<file path="config.mk">
export PLATFORM = sky130hd
export DESIGN_NAME = binary_boundary_extraction_core
export DESIGN_NICKNAME = d
export VERILOG_FILES = /design/src/sv/bbe_pkg.sv /design/src/sv/binary_boundary_extraction_core.sv
export SDC_FILE = /design/constraint.sdc
export NUM_CORES = 1
export LEC_CHECK = 0
export BUFFER_PORTS_ARGS = -buffer_cell sky130_fd_sc_hd__buf_2
export CORE_MARGIN = 2
export CORE_UTILIZATION = 55
export DETAILED_ROUTE_END_ITERATION = 12
export GPL_TIMING_DRIVEN = 0
export PLACE_DENSITY = 0.73
export SLEW_MARGIN = 5
export SYNTH_ARGS = -nofsm -noshare
export SYNTH_HDL_FRONTEND = slang
export SYNTH_SLANG_ARGS = --single-unit
</file>
<file path="constraint.sdc">
create_clock -name clock -period 7.78 [get_ports clock]
set_clock_uncertainty 0.15 [all_clocks]
set_input_delay 0.389 -clock clock [delete_from_list [all_inputs] [get_ports clock]]
set_output_delay 0.389 -clock clock [all_outputs]
set_load 0.005 [all_outputs]
</file>
<file path="src/sv/bbe_pkg.sv">
// Package for the binary boundary extraction core.
// Holds sizes, the result record type and the image size clamp.
// No dependencies.
package bbe_pkg;

   localparam int MAX_SIZE   = 128;
   localparam int SIZE_CAP   = (MAX_SIZE < 128) ? MAX_SIZE : 128;
   localparam int COORD_W    = 7;
   localparam int SIZE_W     = 8;
   localparam int LINE_DEPTH = MAX_SIZE;
   localparam int LINE_AW    = $clog2(LINE_DEPTH);
   localparam int FIFO_DEPTH = 4;
   localparam int FIFO_AW    = $clog2(FIFO_DEPTH);
   localparam int FIFO_CW    = $clog2(FIFO_DEPTH + 1);
   localparam int CSR_AW     = 3;
   localparam int CSR_DW     = 32;

   localparam logic [SIZE_W-1:0] SIZE_RESET = SIZE_W'(8);

   typedef enum logic {
      REG_IMAGE_SIZE = 1'b0,
      REG_UNUSED     = 1'b1
   } reg_index_type;

   typedef struct packed {
      logic [COORD_W-1:0] row;
      logic [COORD_W-1:0] column;
      logic               pixel;
      logic               last;
      logic               frame_end;
   } result_type;

   function automatic logic [SIZE_W-1:0] effective_size(input logic [SIZE_W-1:0] size);
      logic [SIZE_W-1:0] n;
      n = size;
      if (n == '0) begin
         n = SIZE_W'(1);
      end
      if (n > SIZE_W'(SIZE_CAP)) begin
         n = SIZE_W'(SIZE_CAP);
      end
      return n;
   endfunction

endpackage

</file>
<file path="src/sv/binary_boundary_extraction_core.sv">
// Top level of the binary boundary extraction core: counters, line memory,
// 3x3 window, result logic and a small result queue.
// Depends on bbe_pkg.
//
//   channel   direction   handshake            payload
//   req       in          req_valid/req_ready  req_pixel_in
//   rsp       out         rsp_valid/rsp_ready  row, column, pixel, last, frame end
//   csr       in/out      psel/penable/pready  image_size at byte address 0
//
// One pixel is taken per cycle; its results are computed in the same cycle and
// written into a four-entry result queue, which presents one result per cycle
// while rsp_ready is high. The input stalls only while fewer than two queue
// entries are free, which happens on the last row of an image where most pixels
// give two results. Reset is synchronous and clears counters, window, queue and
// image_size to 8. The line memory needs no clearing pass.
module binary_boundary_extraction_core
   import bbe_pkg::*;
(
   input  logic                clock,
   input  logic                reset,
   input  logic                req_valid,
   output logic                req_ready,
   input  logic                req_pixel_in,
   output logic                rsp_valid,
   input  logic                rsp_ready,
   output logic [COORD_W-1:0]  rsp_out_row,
   output logic [COORD_W-1:0]  rsp_out_column,
   output logic                rsp_pixel_out,
   output logic                rsp_last_of_item,
   output logic                rsp_frame_end,
   input  logic                psel,
   input  logic                penable,
   input  logic                pwrite,
   input  logic [CSR_AW-1:0]   paddr,
   input  logic [CSR_DW-1:0]   pwdata,
   output logic [CSR_DW-1:0]   prdata,
   output logic                pready
);

   logic [SIZE_W-1:0]  size_ff;
   logic [SIZE_W-1:0]  size_in;
   logic [COORD_W-1:0] row_ff;
   logic [COORD_W-1:0] row_in;
   logic [COORD_W-1:0] col_ff;
   logic [COORD_W-1:0] col_in;
   logic [5:0]         window_ff;
   logic [5:0]         window_in;
   logic [1:0]         line_rd_ff;
   logic [1:0]         line_mem [LINE_DEPTH];

   result_type         fifo_ff [FIFO_DEPTH];
   logic [FIFO_AW-1:0] wr_ptr_ff;
   logic [FIFO_AW-1:0] wr_ptr_in;
   logic [FIFO_AW-1:0] rd_ptr_ff;
   logic [FIFO_AW-1:0] rd_ptr_in;
   logic [FIFO_CW-1:0] count_ff;
   logic [FIFO_CW-1:0] count_in;

   logic               cfg_write;
   logic               accept;
   logic               pop;
   logic [SIZE_W-1:0]  size_eff;
   logic [COORD_W-1:0] last_idx;
   logic               row_last;
   logic               col_last;
   logic               finish;
   logic               frame;
   logic [2:0]         col_new;
   logic               all_ones;
   logic [1:0]         num_push;
   result_type         inner_res;
   result_type         frame_res;
   result_type         entry0;
   result_type         entry1;

   assign pready    = 1'b1;
   assign cfg_write = psel && penable && pwrite && pready
                      && (reg_index_type'(paddr[2]) == REG_IMAGE_SIZE);
   assign prdata    = (reg_index_type'(paddr[2]) == REG_IMAGE_SIZE)
                      ? CSR_DW'(size_ff) : '0;

   assign req_ready = (count_ff <= FIFO_CW'(FIFO_DEPTH - 2));
   assign accept    = req_valid && req_ready;
   assign rsp_valid = (count_ff != '0);
   assign pop       = rsp_valid && rsp_ready;

   assign size_eff  = effective_size(size_ff);
   assign last_idx  = COORD_W'(size_eff - SIZE_W'(1));
   assign row_last  = (row_ff == last_idx);
   assign col_last  = (col_ff == last_idx);
   assign finish    = (row_ff >= COORD_W'(2)) && (col_ff >= COORD_W'(2));
   assign frame     = (row_ff == '0) || (col_ff == '0) || row_last || col_last;

   assign col_new   = {req_pixel_in, line_rd_ff[1], line_rd_ff[0]};
   assign all_ones  = (window_ff == 6'h3F) && (col_new == 3'b111);
   assign num_push  = {1'b0, finish} + {1'b0, frame};

   always_comb begin
      inner_res.row       = row_ff - COORD_W'(1);
      inner_res.column    = col_ff - COORD_W'(1);
      inner_res.pixel     = all_ones ? 1'b0 : window_ff[1];
      inner_res.last      = !frame;
      inner_res.frame_end = 1'b0;
      frame_res.row       = row_ff;
      frame_res.column    = col_ff;
      frame_res.pixel     = req_pixel_in;
      frame_res.last      = 1'b1;
      frame_res.frame_end = row_last && col_last;
      entry0              = finish ? inner_res : frame_res;
      entry1              = frame_res;
   end

   always_comb begin
      size_in   = size_ff;
      row_in    = row_ff;
      col_in    = col_ff;
      window_in = window_ff;
      if (cfg_write) begin
         size_in   = pwdata[SIZE_W-1:0];
         row_in    = '0;
         col_in    = '0;
         window_in = '0;
      end else if (accept) begin
         window_in = {window_ff[2:0], col_new};
         if (col_last) begin
            col_in = '0;
            row_in = row_last ? '0 : row_ff + COORD_W'(1);
         end else begin
            col_in = col_ff + COORD_W'(1);
         end
      end
   end

   always_comb begin
      wr_ptr_in = wr_ptr_ff;
      rd_ptr_in = rd_ptr_ff;
      count_in  = count_ff;
      if (accept) begin
         wr_ptr_in = wr_ptr_ff + FIFO_AW'(num_push);
         count_in  = count_ff + FIFO_CW'(num_push);
      end
      if (pop) begin
         rd_ptr_in = rd_ptr_ff + FIFO_AW'(1);
         count_in  = count_in - FIFO_CW'(1);
      end
   end

   always_ff @(posedge clock) begin
      if (reset) begin
         size_ff   <= SIZE_RESET;
         row_ff    <= '0;
         col_ff    <= '0;
         window_ff <= '0;
         wr_ptr_ff <= '0;
         rd_ptr_ff <= '0;
         count_ff  <= '0;
      end else begin
         size_ff   <= size_in;
         row_ff    <= row_in;
         col_ff    <= col_in;
         window_ff <= window_in;
         wr_ptr_ff <= wr_ptr_in;
         rd_ptr_ff <= rd_ptr_in;
         count_ff  <= count_in;
      end
   end

   // The read address is the column of the next pixel, so the line data for
   // that pixel is ready in line_rd_ff when it arrives.
   always_ff @(posedge clock) begin
      if (accept) begin
         line_mem[LINE_AW'(col_ff)] <= {req_pixel_in, line_rd_ff[1]};
      end
      line_rd_ff <= line_mem[LINE_AW'(col_in)];
   end

   always_ff @(posedge clock) begin
      if (accept && (finish || frame)) begin
         fifo_ff[wr_ptr_ff] <= entry0;
      end
      if (accept && finish && frame) begin
         fifo_ff[wr_ptr_ff + FIFO_AW'(1)] <= entry1;
      end
   end

   assign rsp_out_row      = fifo_ff[rd_ptr_ff].row;
   assign rsp_out_column   = fifo_ff[rd_ptr_ff].column;
   assign rsp_pixel_out    = fifo_ff[rd_ptr_ff].pixel;
   assign rsp_last_of_item = fifo_ff[rd_ptr_ff].last;
   assign rsp_frame_end    = fifo_ff[rd_ptr_ff].frame_end;

endmodule
</file>
==> run summary <==
Area Growth Syn to Fin -> 12.8%
netlist area before placement -> 17,800 sq um
dpl cell area -> 18,700 sq um
share of final-layout standard cells stronger than drive strength 1 -> 11.8%
most repeated cell in the gate-level netlist after synthesis -> sky130_fd_sc_hd__edfxtp_1
flip-flop and latch count after synthesis -> 363
TritonCTS clock tree -> built
Worst Hold Class -> in -> reg
sequential element share of the synthesized area -> 58.9%
Avg Synthesized Cell Area -> 11.1 sq um
critical-path maximum fanout -> 10
critical-path cell list -> buf_2, nor4_1, a21oi_1, or2_2, ha_1, nor3b_1, o211ai_1, xnor2_1, nand2_2, nor3_2, or3_1, clkbuf_1, clkbuf_1, o21ai_0, o211ai_1, nand4_1, nor3_1, nor4_1
biggest area consumer among synthesized cells -> sky130_fd_sc_hd__edfxtp_1
yosys synthesis warning count -> 0
number of sinks driven by the clock tree -> 363
Final nets -> 1,790
Starting Density -> 56.1%
Synth area leaders -> sky130_fd_sc_hd__edfxtp_1, sky130_fd_sc_hd__dfxtp_1, sky130_fd_sc_hd__nand2_1
DRC -> 0
critical path data required time -> 8.03 ns
row cnt -> 65
final max-slew violation count -> 0
Leakage Power -> 6.55 nW
antenna violations before repair -> 0
iteration count of the initial detailed-routing pass -> 8
deepest level of the CTS H-tree -> 2
most used flip-flop cell after synthesis -> sky130_fd_sc_hd__edfxtp_1
share of flip-flops with an asynchronous set or reset -> 0%
element type at the critical path start -> register
routed vias -> 14,853
input/output buffers -> 43
Chip Width -> 184 um
setup repair after global routing missed its margin -> no
via density per instance -> 6.87
Critical Path Max Stage Delay -> 0.70 ns
Num CTS Buffers -> 39
register-to-register path setup slack -> 1.52 ns
largest net degree at the start of global routing -> 82
initial drt markers -> 2,474
number of gates resized after CTS -> 0
max-slew headroom at the worst pin -> 0.651%
via count of the first global-routing pass -> 13,989
number of buffers on the longest clock path -> 3
launch point of the worst hold path -> rsp_ready
global-route wire length before repair -> 87,400 um
antenna viol nets, final -> 0
GRT overflow -> 0
Cells on Worst Hold Path -> 3
data arrival time of the critical path -> 6.50 ns
WL final -> 59,600 um
Cell Pwr Density -> 301 nW/um^2
failing checks -> capacitance limit
proportion of netlist area held by the largest area contributor -> 54.0%
worst setup path class -> reg -> reg
number of placed I/O pins -> 95
cell with the largest stage delay on the worst path -> sky130_fd_sc_hd__clkbuf_1
Post-synth top cells -> sky130_fd_sc_hd__edfxtp_1, sky130_fd_sc_hd__nand2_1, sky130_fd_sc_hd__nor2_1
number of enable flip-flop cells after synthesis -> 320
Final Hold Viols -> 0
number of setup violations in the final report -> 0
max-cap violation count -> 1
maximum vdd drop -> 0.277 mV
crit path capture type -> register
highest clock rate -> 160 MHz
worst reg2reg path startpoint -> size_ff[4]
die outline area -> 33,800 sq um
setup TNS after final layout -> 0 ns
Skew-Pair Late Insertion Delay -> 0.55 ns
final RePlAce weighted congestion -> 1.04
period utilisation layout -> 80.4%
half-perimeter wire length after detailed placement -> 39,900 um
cell depth of the worst flop-to-flop path -> 18
Hold Crit Endpoint -> count_ff[1]
Floorplan Core Area -> 31,700 sq um
Netlist cell types -> 86
Syn Inst Count -> 1,609
Overall Global Routing Usage -> 35.3%
vertical die dimension -> 184 um
slew at the pin with the worst max-slew slack -> 1.49 ns
run status -> finished, violations left
post-layout instance area -> 20,100 sq um
RR Endpoint -> line_rd_ff[1]
Clock Tree Root -> sky130_fd_sc_hd__clkbuf_16
time the worst path needs with I/O delays and setup -> 6.26 ns
average wire per standard cell -> 27.6 um
Clock Pin Slew Worst Setup and Hold Paths -> 0.06 ns
[cell families (layout without fill, tap and decap cells)]
group / Yosys count / in the layout / share of synthesized area (%)
simple gates: 591 / 591 / 14.7
buf+inv: 155 / 283 / 4.01
flops: 363 / 363 / 58.9
mux: 55 / 55 / 4.31
compound gates: 397 / 397 / 15.3
xor+xnor: 32 / 32 / 1.70
other cells: 2 / 26 / 0.0422
fa+ha+maj: 14 / 14 / 1.03
[repair_timing]
| item | CTS | global route |
|---|---|---|
| hold buffers | 10 | 0 |
| buffers inserted | 0 | 0 |
| endpoints found under the hold margin | 10 | 0 |
[power breakdown]
part / internal [mW] / switching [mW] / leakage [nW]
clock network: 1.03 / 0.768 / 0.596
registers: 2.32 / 0.0865 / 3.20
logic: 0.569 / 1.25 / 2.76
total: 3.92 / 2.11 / 6.55
[state kept, by name (all words and copies together) (netlist names), named ones only]
signal      cells
wr_ptr_ff       2
size_ff         8
line_rd_ff      2
rd_ptr_ff       2
col_ff          7
row_ff          7
window_ff       6
fifo_ff        68
line_mem      256
count_ff        3
[worst max path at each step]
stage / start / to / slack (ns) / depth (start not counted)
6_report: size_ff[4] / line_rd_ff[1] / 1.52 / 18
5_1_grt: size_ff[4] / line_rd_ff[0] / 1.38 / 17
4_1_cts: size_ff[4] / line_rd_ff[0] / 1.89 / 18
3_5_place_dp: size_ff[3] / line_rd_ff[0] / 1.91 / 17
3_3_place_gp: size_ff[3] / fifo_ff[3][0] / 1.25 / 15
2_1_floorplan: size_ff[3] / fifo_ff[0][0] / 2.71 / 15
[stage by stage]
| step | instances | total power, mW | hold slack, ns | setup WS (ns) | util, % |
|---|---|---|---|---|---|
| after global placement | 2077 | 4.13 | 0.289 | 1.25 | 58.6 |
| final | 2163 | 6.03 | 0.0393 | 1.52 | 63.2 |
| after detailed placement | 2083 | 4.16 | 0.299 | 1.91 | 59.0 |
| after floorplan | 1632 | 3.47 | 0.277 | 2.71 | - |
| after global routing | 2162 | 6.17 | 0.0546 | 1.38 | 63.2 |
| after CTS | 2161 | 5.94 | 0.0311 | 1.89 | 63.2 |
[final cells by class]
cell class	count	area [sq um]
clock buffer	52	1070
inverter	13	48.8
tap	402	503
timing repair buffer	60	427
fill	2511	11700
multi-input combinational	1114	6720
buffer	142	664
sequential	363	10500
antenna	1	2.50
clock inverter	16	153
[routing by layer]
layer	vias to the layer above	wire length [um]	part of all wire [%]	GRT usage [%]
li1	6275	-	-	-
met1	7081	21600	36	46.5
met2	1230	26100	44	53.4
met3	267	8400	14	9.79
met4	0	3550	6.0	18.6
met5	-	0	0	0
[critical path, delay by kind of cell (launching register included)]
family                     cells  cell delay [ns]
and+or+nand+nor                9             2.54
adders and majority gates      1             0.27
buffers and inverters          3             1.48
xor gates and xnor gates       1             0.29
AOI/OAI and AO/OA              4             1.05
DFF                            1             0.31
[placed cells by master (no fill, tap or decap), drive strengths merged, types with 14 or more instances in the layout]
master and n:
mux2i 36, o22ai 29, a31oi 24, o211ai 20, a221oi 39, nand4 19, dfxtp 43, nor2 210
nand2 213, buf 109, xnor2 22, o31ai 20, clkbuf 135, edfxtp 320, or3 15, nor2b 15
o21ai 106, nand3 31, inv 14, a22oi 20, a21oi 51, mux4 17, conb 25, nor3 33
No activity file was read; power rests on OpenSTA's default activity.
